`config.mk`:
```
export PLATFORM = sky130hd
export DESIGN_NAME = voice_slot_allocator
export DESIGN_NICKNAME = d
export VERILOG_FILES = /design/src/hw/rtl/vsa_pkg.sv /design/src/hw/rtl/vsa_cell.sv /design/src/hw/rtl/vsa_ctrl.sv /design/src/hw/rtl/voice_slot_allocator.sv
export SDC_FILE = /design/constraint.sdc
export NUM_CORES = 2
export LEC_CHECK = 0
export ABC_AREA = 1
export BUFFER_PORTS_ARGS = -buffer_cell sky130_fd_sc_hd__buf_2
export CAP_MARGIN = 5
export CORE_UTILIZATION = 55
export DETAILED_ROUTE_END_ITERATION = 10
export PLACE_DENSITY_LB_ADDON = 0.08
export SYNTH_ARGS = -nofsm -noshare
export SYNTH_HDL_FRONTEND = slang
export SYNTH_SLANG_ARGS = --single-unit
```
`constraint.sdc`:
```
create_clock -name i_clk -period 2.2 [get_ports i_clk]
set_clock_uncertainty 0.1 [all_clocks]
set_input_delay 0 -clock i_clk [delete_from_list [all_inputs] [get_ports i_clk]]
set_output_delay 0 -clock i_clk [all_outputs]
set_load 0.03 [all_outputs]
```
`src/hw/rtl/vsa_pkg.sv`:
```
// Shared constants and types for the voice slot allocator.
package vsa_pkg;

    localparam int VOICES     = 8;
    localparam int STAMP_BITS = 64;
    localparam int IDX_W      = (VOICES > 1) ? $clog2(VOICES) : 1;
    localparam int CH_W       = 5;
    localparam int SLOT_W     = 3;
    localparam int CMP_W      = (IDX_W > CH_W) ? IDX_W : CH_W;
    localparam int IDXE_W     = (IDX_W > SLOT_W) ? IDX_W : SLOT_W;
    localparam int S_TDATA_W  = 8;
    localparam int M_TDATA_W  = 8;

    localparam logic REQ_ALLOC = 1'b0;
    localparam logic REQ_FREE  = 1'b1;

    // Search state handed from one cell to the next.
    typedef struct packed {
        logic                  valid;
        logic                  free;
        logic                  has;
        logic [IDX_W-1:0]      idx;
        logic [STAMP_BITS-1:0] stamp;
    } t_carry;

    // Broadcast that marks a slot busy and restamps it.
    typedef struct packed {
        logic                  en;
        logic [IDX_W-1:0]      idx;
        logic [STAMP_BITS-1:0] stamp;
    } t_wr;

    // Broadcast that clears the busy flag of a channel.
    typedef struct packed {
        logic            en;
        logic [CH_W-1:0] ch;
    } t_clr;

endpackage

```
`src/hw/rtl/vsa_cell.sv`:
```
// One voice slot: busy flag, stamp and one stage of the slot search.
module vsa_cell (
    input  logic                        i_clk,
    input  logic                        i_rst_n,
    input  logic [vsa_pkg::IDX_W-1:0]   i_index,
    input  vsa_pkg::t_carry             i_carry,
    input  vsa_pkg::t_wr                i_wr,
    input  vsa_pkg::t_clr               i_clr,
    output vsa_pkg::t_carry             o_carry,
    output logic                        o_busy
);

    logic                           r_busy;
    logic                           n_busy;
    logic [vsa_pkg::STAMP_BITS-1:0] r_stamp;
    logic [vsa_pkg::STAMP_BITS-1:0] n_stamp;
    logic                           r_cvalid;
    vsa_pkg::t_carry                r_carry;
    vsa_pkg::t_carry                n_carry;
    logic                           wr_hit;
    logic                           clr_hit;
    logic                           take_free;
    logic                           take_old;

    assign wr_hit  = i_wr.en && (i_wr.idx == i_index);
    assign clr_hit = i_clr.en &&
                     (vsa_pkg::CMP_W'(i_clr.ch) == vsa_pkg::CMP_W'(i_index));

    assign take_free = !i_carry.free && !r_busy;
    assign take_old  = !i_carry.free && r_busy &&
                       (!i_carry.has || (r_stamp < i_carry.stamp));

    always_comb begin
        n_busy  = r_busy;
        n_stamp = r_stamp;
        if (wr_hit) begin
            n_busy  = 1'b1;
            n_stamp = i_wr.stamp;
        end else if (clr_hit) begin
            n_busy = 1'b0;
        end
    end

    always_comb begin
        n_carry = i_carry;
        if (take_free) begin
            n_carry.free  = 1'b1;
            n_carry.has   = 1'b1;
            n_carry.idx   = i_index;
            n_carry.stamp = r_stamp;
        end else if (take_old) begin
            n_carry.has   = 1'b1;
            n_carry.idx   = i_index;
            n_carry.stamp = r_stamp;
        end
    end

    always_ff @(posedge i_clk) begin
        if (!i_rst_n) begin
            r_busy   <= 1'b0;
            r_stamp  <= '0;
            r_cvalid <= 1'b0;
        end else begin
            r_busy   <= n_busy;
            r_stamp  <= n_stamp;
            r_cvalid <= i_carry.valid;
        end
    end

    always_ff @(posedge i_clk) begin
        r_carry <= n_carry;
    end

    always_comb begin
        o_carry       = r_carry;
        o_carry.valid = r_cvalid;
    end

    assign o_busy = r_busy;

endmodule

```
`src/hw/rtl/vsa_ctrl.sv`:
```
// Request handshake, sequence counter, commit and result register.
module vsa_ctrl (
    input  logic                              i_clk,
    input  logic                              i_rst_n,
    input  logic                              i_s_tvalid,
    output logic                              o_s_tready,
    input  logic [vsa_pkg::S_TDATA_W-1:0]     i_s_tdata,
    input  logic                              i_s_tuser,
    output logic                              o_m_tvalid,
    input  logic                              i_m_tready,
    output logic [vsa_pkg::M_TDATA_W-1:0]     o_m_tdata,
    output logic                              o_m_tuser,
    output vsa_pkg::t_carry                   o_start,
    input  vsa_pkg::t_carry                   i_last,
    output vsa_pkg::t_wr                      o_wr,
    output vsa_pkg::t_clr                     o_clr
);

    typedef enum logic [2:0] {
        ST_IDLE   = 3'b001,
        ST_SCAN   = 3'b010,
        ST_COMMIT = 3'b100
    } t_state;

    t_state                         r_state;
    t_state                         n_state;
    logic [vsa_pkg::STAMP_BITS-1:0] r_count;
    logic [vsa_pkg::STAMP_BITS-1:0] n_count;
    logic [vsa_pkg::IDX_W-1:0]      r_pick;
    logic                           r_found;
    logic                           r_ovalid;
    logic [vsa_pkg::SLOT_W-1:0]     r_oslot;
    logic                           r_oevict;
    logic [vsa_pkg::IDXE_W-1:0]     pick_ext;
    logic                           accept;
    logic                           commit;

    assign o_s_tready = (r_state == ST_IDLE);
    assign accept     = i_s_tvalid && o_s_tready;
    assign commit     = (r_state == ST_COMMIT) && (!r_ovalid || i_m_tready);
    assign n_count    = r_count + vsa_pkg::STAMP_BITS'(1);
    assign pick_ext   = vsa_pkg::IDXE_W'(r_pick);

    always_comb begin
        o_start       = '0;
        o_start.valid = accept && (i_s_tuser == vsa_pkg::REQ_ALLOC);
    end

    always_comb begin
        o_clr.en = accept && (i_s_tuser == vsa_pkg::REQ_FREE);
        o_clr.ch = i_s_tdata[vsa_pkg::CH_W-1:0];
    end

    always_comb begin
        o_wr.en    = commit;
        o_wr.idx   = r_pick;
        o_wr.stamp = n_count;
    end

    always_comb begin
        n_state = r_state;
        case (r_state)
            ST_IDLE: begin
                if (accept && (i_s_tuser == vsa_pkg::REQ_ALLOC)) begin
                    n_state = ST_SCAN;
                end
            end
            ST_SCAN: begin
                if (i_last.valid) begin
                    n_state = ST_COMMIT;
                end
            end
            ST_COMMIT: begin
                if (commit) begin
                    n_state = ST_IDLE;
                end
            end
            default: n_state = ST_IDLE;
        endcase
    end

    always_ff @(posedge i_clk) begin
        if (!i_rst_n) begin
            r_state  <= ST_IDLE;
            r_count  <= '0;
            r_ovalid <= 1'b0;
        end else begin
            r_state <= n_state;
            if (commit) begin
                r_count  <= n_count;
                r_ovalid <= 1'b1;
            end else if (i_m_tready) begin
                r_ovalid <= 1'b0;
            end
        end
    end

    always_ff @(posedge i_clk) begin
        if ((r_state == ST_SCAN) && i_last.valid) begin
            r_pick  <= i_last.idx;
            r_found <= i_last.free;
        end
        if (commit) begin
            r_oslot  <= pick_ext[vsa_pkg::SLOT_W-1:0];
            r_oevict <= !r_found;
        end
    end

    assign o_m_tvalid = r_ovalid;
    assign o_m_tdata  = vsa_pkg::M_TDATA_W'(r_oslot);
    assign o_m_tuser  = r_oevict;

endmodule

```
`src/hw/rtl/voice_slot_allocator.sv`:
```
// Top level of the voice slot allocator: control unit and chain of slot cells.
//
// Requests arrive on the slave stream. tuser carries the request kind (0 allocates
// a slot, 1 frees one) and tdata carries the channel number to free. A free
// transaction clears the busy flag of that slot; channel numbers beyond the
// pool are ignored and no result is sent.
// An allocate transaction sends a search token down the chain of slot cells, one
// cell per cycle. The token keeps the first free slot, or else the oldest stamp
// with the lowest index on a tie. After the last cell the slot is marked busy,
// restamped from the sequence counter, and the result is loaded into the output
// register. The master stream returns the slot in tdata and the eviction flag in
// tuser. The time from acceptance to a valid result is set by the length of the
// cell chain; the next request is taken once the result has been committed.
// While a result waits on a stalled receiver, further free requests are taken;
// a further allocate finishes its search and holds its commit until the output
// register is free. Reset clears all busy flags, the counter and the output.
module voice_slot_allocator (
    input  logic                          i_clk,
    input  logic                          i_rst_n,
    input  logic                          i_s_tvalid,
    output logic                          o_s_tready,
    input  logic [vsa_pkg::S_TDATA_W-1:0] i_s_tdata,  // [4:0] channel, [7:5] zero
    input  logic                          i_s_tuser,  // [0] req_type
    output logic                          o_m_tvalid,
    input  logic                          i_m_tready,
    output logic [vsa_pkg::M_TDATA_W-1:0] o_m_tdata,  // [2:0] slot, [7:3] zero
    output logic                          o_m_tuser   // [0] evicted
);

    vsa_pkg::t_carry             carry [0:vsa_pkg::VOICES];
    vsa_pkg::t_wr                wr;
    vsa_pkg::t_clr               clr;
    logic [vsa_pkg::VOICES-1:0]  busy;
    logic [vsa_pkg::VOICES:0]    cvalid;

    vsa_ctrl u_ctrl (
        .i_clk      (i_clk),
        .i_rst_n    (i_rst_n),
        .i_s_tvalid (i_s_tvalid),
        .o_s_tready (o_s_tready),
        .i_s_tdata  (i_s_tdata),
        .i_s_tuser  (i_s_tuser),
        .o_m_tvalid (o_m_tvalid),
        .i_m_tready (i_m_tready),
        .o_m_tdata  (o_m_tdata),
        .o_m_tuser  (o_m_tuser),
        .o_start    (carry[0]),
        .i_last     (carry[vsa_pkg::VOICES]),
        .o_wr       (wr),
        .o_clr      (clr)
    );

    for (genvar gi = 0; gi < vsa_pkg::VOICES; gi++) begin : g_cell
        vsa_cell u_cell (
            .i_clk   (i_clk),
            .i_rst_n (i_rst_n),
            .i_index (vsa_pkg::IDX_W'(gi)),
            .i_carry (carry[gi]),
            .i_wr    (wr),
            .i_clr   (clr),
            .o_carry (carry[gi+1]),
            .o_busy  (busy[gi])
        );
    end

    for (genvar gv = 0; gv <= vsa_pkg::VOICES; gv++) begin : g_cvalid
        assign cvalid[gv] = carry[gv].valid;
    end

    a_one_token: assert property (@(posedge i_clk) disable iff (!i_rst_n)
        $onehot0(cvalid))
        else $error("more than one search token in the cell chain");

    a_idle_no_token: assert property (@(posedge i_clk) disable iff (!i_rst_n)
        o_s_tready |-> (cvalid[vsa_pkg::VOICES:1] == '0))
        else $error("request port ready while a search is in flight");

    a_evict_all_busy: assert property (@(posedge i_clk) disable iff (!i_rst_n)
        (o_m_tvalid && !$past(o_m_tvalid) && o_m_tuser) |-> $past(&busy))
        else $error("eviction reported while a slot was free");

endmodule

```
==> metrics <==
Placed Instances=8620; H-tree depth=3; wire length on met1=74.6 mm; Final Core Density=0.780; most frequent cell on the critical path=nand2_2; failing checks=hold timing, setup timing; Reg-to-Reg End=g_cell[6].u_cell.o_carry[29]; Critical Path Slowest Stage Cell=dfxtp_2; PortBufs=15; Power Density=552 nW/um2; number of global-route vias before repair=44400; hold wc startpoint=i_s_tvalid; highest routing layer actually used=met4; Post-route DRC=0; Hold Worst Slack=-0.0320 ns; synthesized cell area=51100 um2; Avg WL per Cell=19.7 um; DRT iter0 DRCs=4293; filler instances=6124; DR pass1 iterations=8; number of synthesized flops with an enable pin=8; crit path time final=2.54 ns; CTS Buf Count=111; Starting Density=0.556; Worst Path Arrival=3.03 ns; Core ar.=91800 um2; status=finished, violations left; Layout Cells excl Fill=9009; Yosys cell types=52; Lkg Pwr=36.4 nW; ys async rst share=0; Avg Cell Area, Syn=7.33 um2; # Max-Cap Violations=0; Die Width=307 um; Setup-failing EPs final=427; share of the synthesized area in the top cell type=0.419; final WL=178 mm; Yosys reg bits=1077; Hold Path Stages=7; later-pin clock latency in the skew report=0.71 ns; via count=49100; CP Max Fanout=8; Critical Path End Type=flip-flop; met3 WL post-DR=13.6 mm; GRT Residual Overflow=0; CP Launch Type=flip-flop; Pins Over Slew Limit=0; via/cell ratio=5.44; largest area contributor in the netlist=dfxtp_1; clk sinks=1077; Worst R2R Path Depth=16; WS Path Type=flip-flop to flip-flop; DP HPWL=107 mm; Post-Synthesis Cells=6961; Clock Path Buffers=3; synth top area cells=dfxtp_1 42%, ha_1 11%, nand2_1 9.6%, inv_1 8.2%, nor2_1 6.4%; hold path endpoint=g_cell[5].u_cell.o_busy; clock root cell=clkbuf_16; Worst R2R Setup Slack=-0.34 ns; RSZ-0062 raised after global routing=yes; final hold violation count=3; sequential area share after synthesis=0.424; gp weighted congestion=0.994; fraction of layout instances using a drive strength above 1=0.331; Cell Chain, Critical Path=inv_1, ha_4, nand2_1, nor4_4, buf_4, nand2_2, nor2_2, nand2_2, nand2_4, nand2_4, nand2_8, nand2_8, buf_12, buf_16, nand2_2, nand2_1; GRT Overall Usage=0.334; multi-input logic area=30000 um2; crit-path max cell delay=0.33 ns; Worst-path clk slew=0.06 ns; die area=94100 um2; antenna cells=0; slew of the pin with the lowest slew margin=0.916 ns; first-pass GRT wire length=247 mm; Hold WC Path Type=input pin to flip-flop; Place WS=-0.377 ns; Setup TNS Final=-78.01 ns; warnings from Yosys=0; Tot Pwr=39.5 mW; Final period util=1.16; Slew headroom=0.389; TritonCTS clock tree=done; top_reg_cell synth=dfxtp_1; Peak Freq=393 MHz; PnR worst setup slack=-0.344 ns; Post-Layout Inst Area=71600 um2; Post-DRT Antenna Nets=0; row count=111; antenna violations before repair=2; Placed Area=57700 um2; die height=307 um; nets@finish=8129; worst r2r src=g_cell[5].u_cell.o_carry[25]; Reg area=22000 um2; VDD IR max=707 uV; P&R area growth vs syn=40.2%; pin count of the biggest net entering global routing=79; Worst Path Required=2.69 ns; # IOs=24; Routed met2 length=80.3 mm
[area by class of cell]
class                      count  share of cell area
sequential                  1077               0.307
timing repair buffer         912               0.138
tap                         1243              0.0217
clock inverter                48             0.00750
clock buffer                 157              0.0453
multi-input combinational   4430               0.420
inverter                    1142              0.0603
[state kept, by name (all words and copies together), names as in the netlist]
name                    cells
g_cell.u_cell.o_busy        8
g_cell.u_cell.o_carry     473
g_cell.u_cell.r_cvalid      8
g_cell.u_cell.r_stamp     512
u_ctrl.o_m_tuser            1
u_ctrl.o_m_tvalid           1
u_ctrl.pick_ext             3
u_ctrl.r_count             64
u_ctrl.r_found              1
u_ctrl.r_oslot              3
u_ctrl.r_state              3
[worst max-delay path, delay by kind of cell, from the launching register on]
kind,cells,cell delay [ns]
adders and majority gates,1,0.27
DFF,1,0.33
and+or+nand+nor,11,1.15
buffers and inverters,4,0.56
[worst max-delay path by stage]
stage,cells past startpoint,endpoint,slack [ns],startpoint
2_1_floorplan,15,g_cell[2].u_cell.o_carry[15],0.11,g_cell[1].u_cell.o_carry[63]
3_3_place_gp,14,g_cell[1].u_cell.o_carry[61],-0.30,g_cell[0].u_cell.o_carry[63]
3_5_place_dp,8,g_cell[0].u_cell.r_stamp[28],-0.38,u_ctrl.r_count[22]
4_1_cts,13,g_cell[3].u_cell.o_carry[2],-0.21,g_cell[2].u_cell.o_carry[41]
5_1_grt,16,g_cell[6].u_cell.o_carry[29],-0.40,g_cell[5].u_cell.o_carry[25]
6_report,16,g_cell[6].u_cell.o_carry[29],-0.34,g_cell[5].u_cell.o_carry[25]
[metal layers]
layer / global-route usage / vias up
li1: - / 23500
met1: 0.468 / 23100
met2: 0.528 / 1923
met3: 0.0389 / 502
met4: 0.119 / 0
met5: 0 / -
[cells in the final DEF (no fill, tap or decap), types with 29 or more instances in the layout]
| cell type | n |
|---|---|
| a21oi_1 | 276 |
| a21oi_2 | 56 |
| buf_12 | 111 |
| buf_16 | 38 |
| buf_4 | 652 |
| buf_6 | 33 |
| clkbuf_16 | 152 |
| dfxtp_1 | 842 |
| dfxtp_2 | 208 |
| ha_1 | 340 |
| ha_4 | 100 |
| inv_1 | 1049 |
| inv_2 | 80 |
| nand2_1 | 756 |
| nand2_2 | 386 |
| nand2_4 | 162 |
| nand3_1 | 343 |
| nand3_2 | 197 |
| nand3_4 | 36 |
| nand4_1 | 52 |
| nor2_1 | 806 |
| nor2_2 | 33 |
| nor2_4 | 58 |
| nor3_2 | 29 |
| o211ai_1 | 107 |
| o21ai_0 | 335 |
| o21ai_1 | 154 |
| o21ai_2 | 33 |
[synthesized netlist by cell type, drive strengths merged (9+ instances only)]
library cell,n
nand2,1313
inv,1138
dfxtp,1069
nor2,897
nand3,576
o21ai,522
ha,442
a21oi,333
buf,171
clkbuf,148
o211ai,107
nor3,58
nand4,56
xor2,41
nand3b,13
or2,10
nor4,9
o21a,9
o21bai,9
[kinds of logic after synthesis]
group / count (synthesis) / synth area share
AND/OR/NAND/NOR: 2938 / 0.242
buffers and inverters: 1461 / 0.111
flip-flops: 1077 / 0.424
AO/OA/AOI/OAI: 996 / 0.105
adder cells (fa/ha/maj): 442 / 0.108
XOR/XNOR: 46 / 0.00988
other: 1 / 0.0000734
[repair_timing]
item / CTS / global route
setup buffers: 50 / 57
hold buffers: 11 / 0
endpoints found under the hold margin: 145 / 0
pin swaps: 146 / 363
cloned: 46 / 51
gates resized for setup: 567 / 1359
endpoints found under the setup margin: 660 / 828
[power by group]
group	switching (mW)	internal, mW	leakage [nW]
clock	8.21	11.4	1.86
sequential	0.00321	19.5	8.80
combinational	0.266	0.0767	25.8
total	8.48	31.0	36.4
No activity file was read; power rests on OpenSTA's default activity.
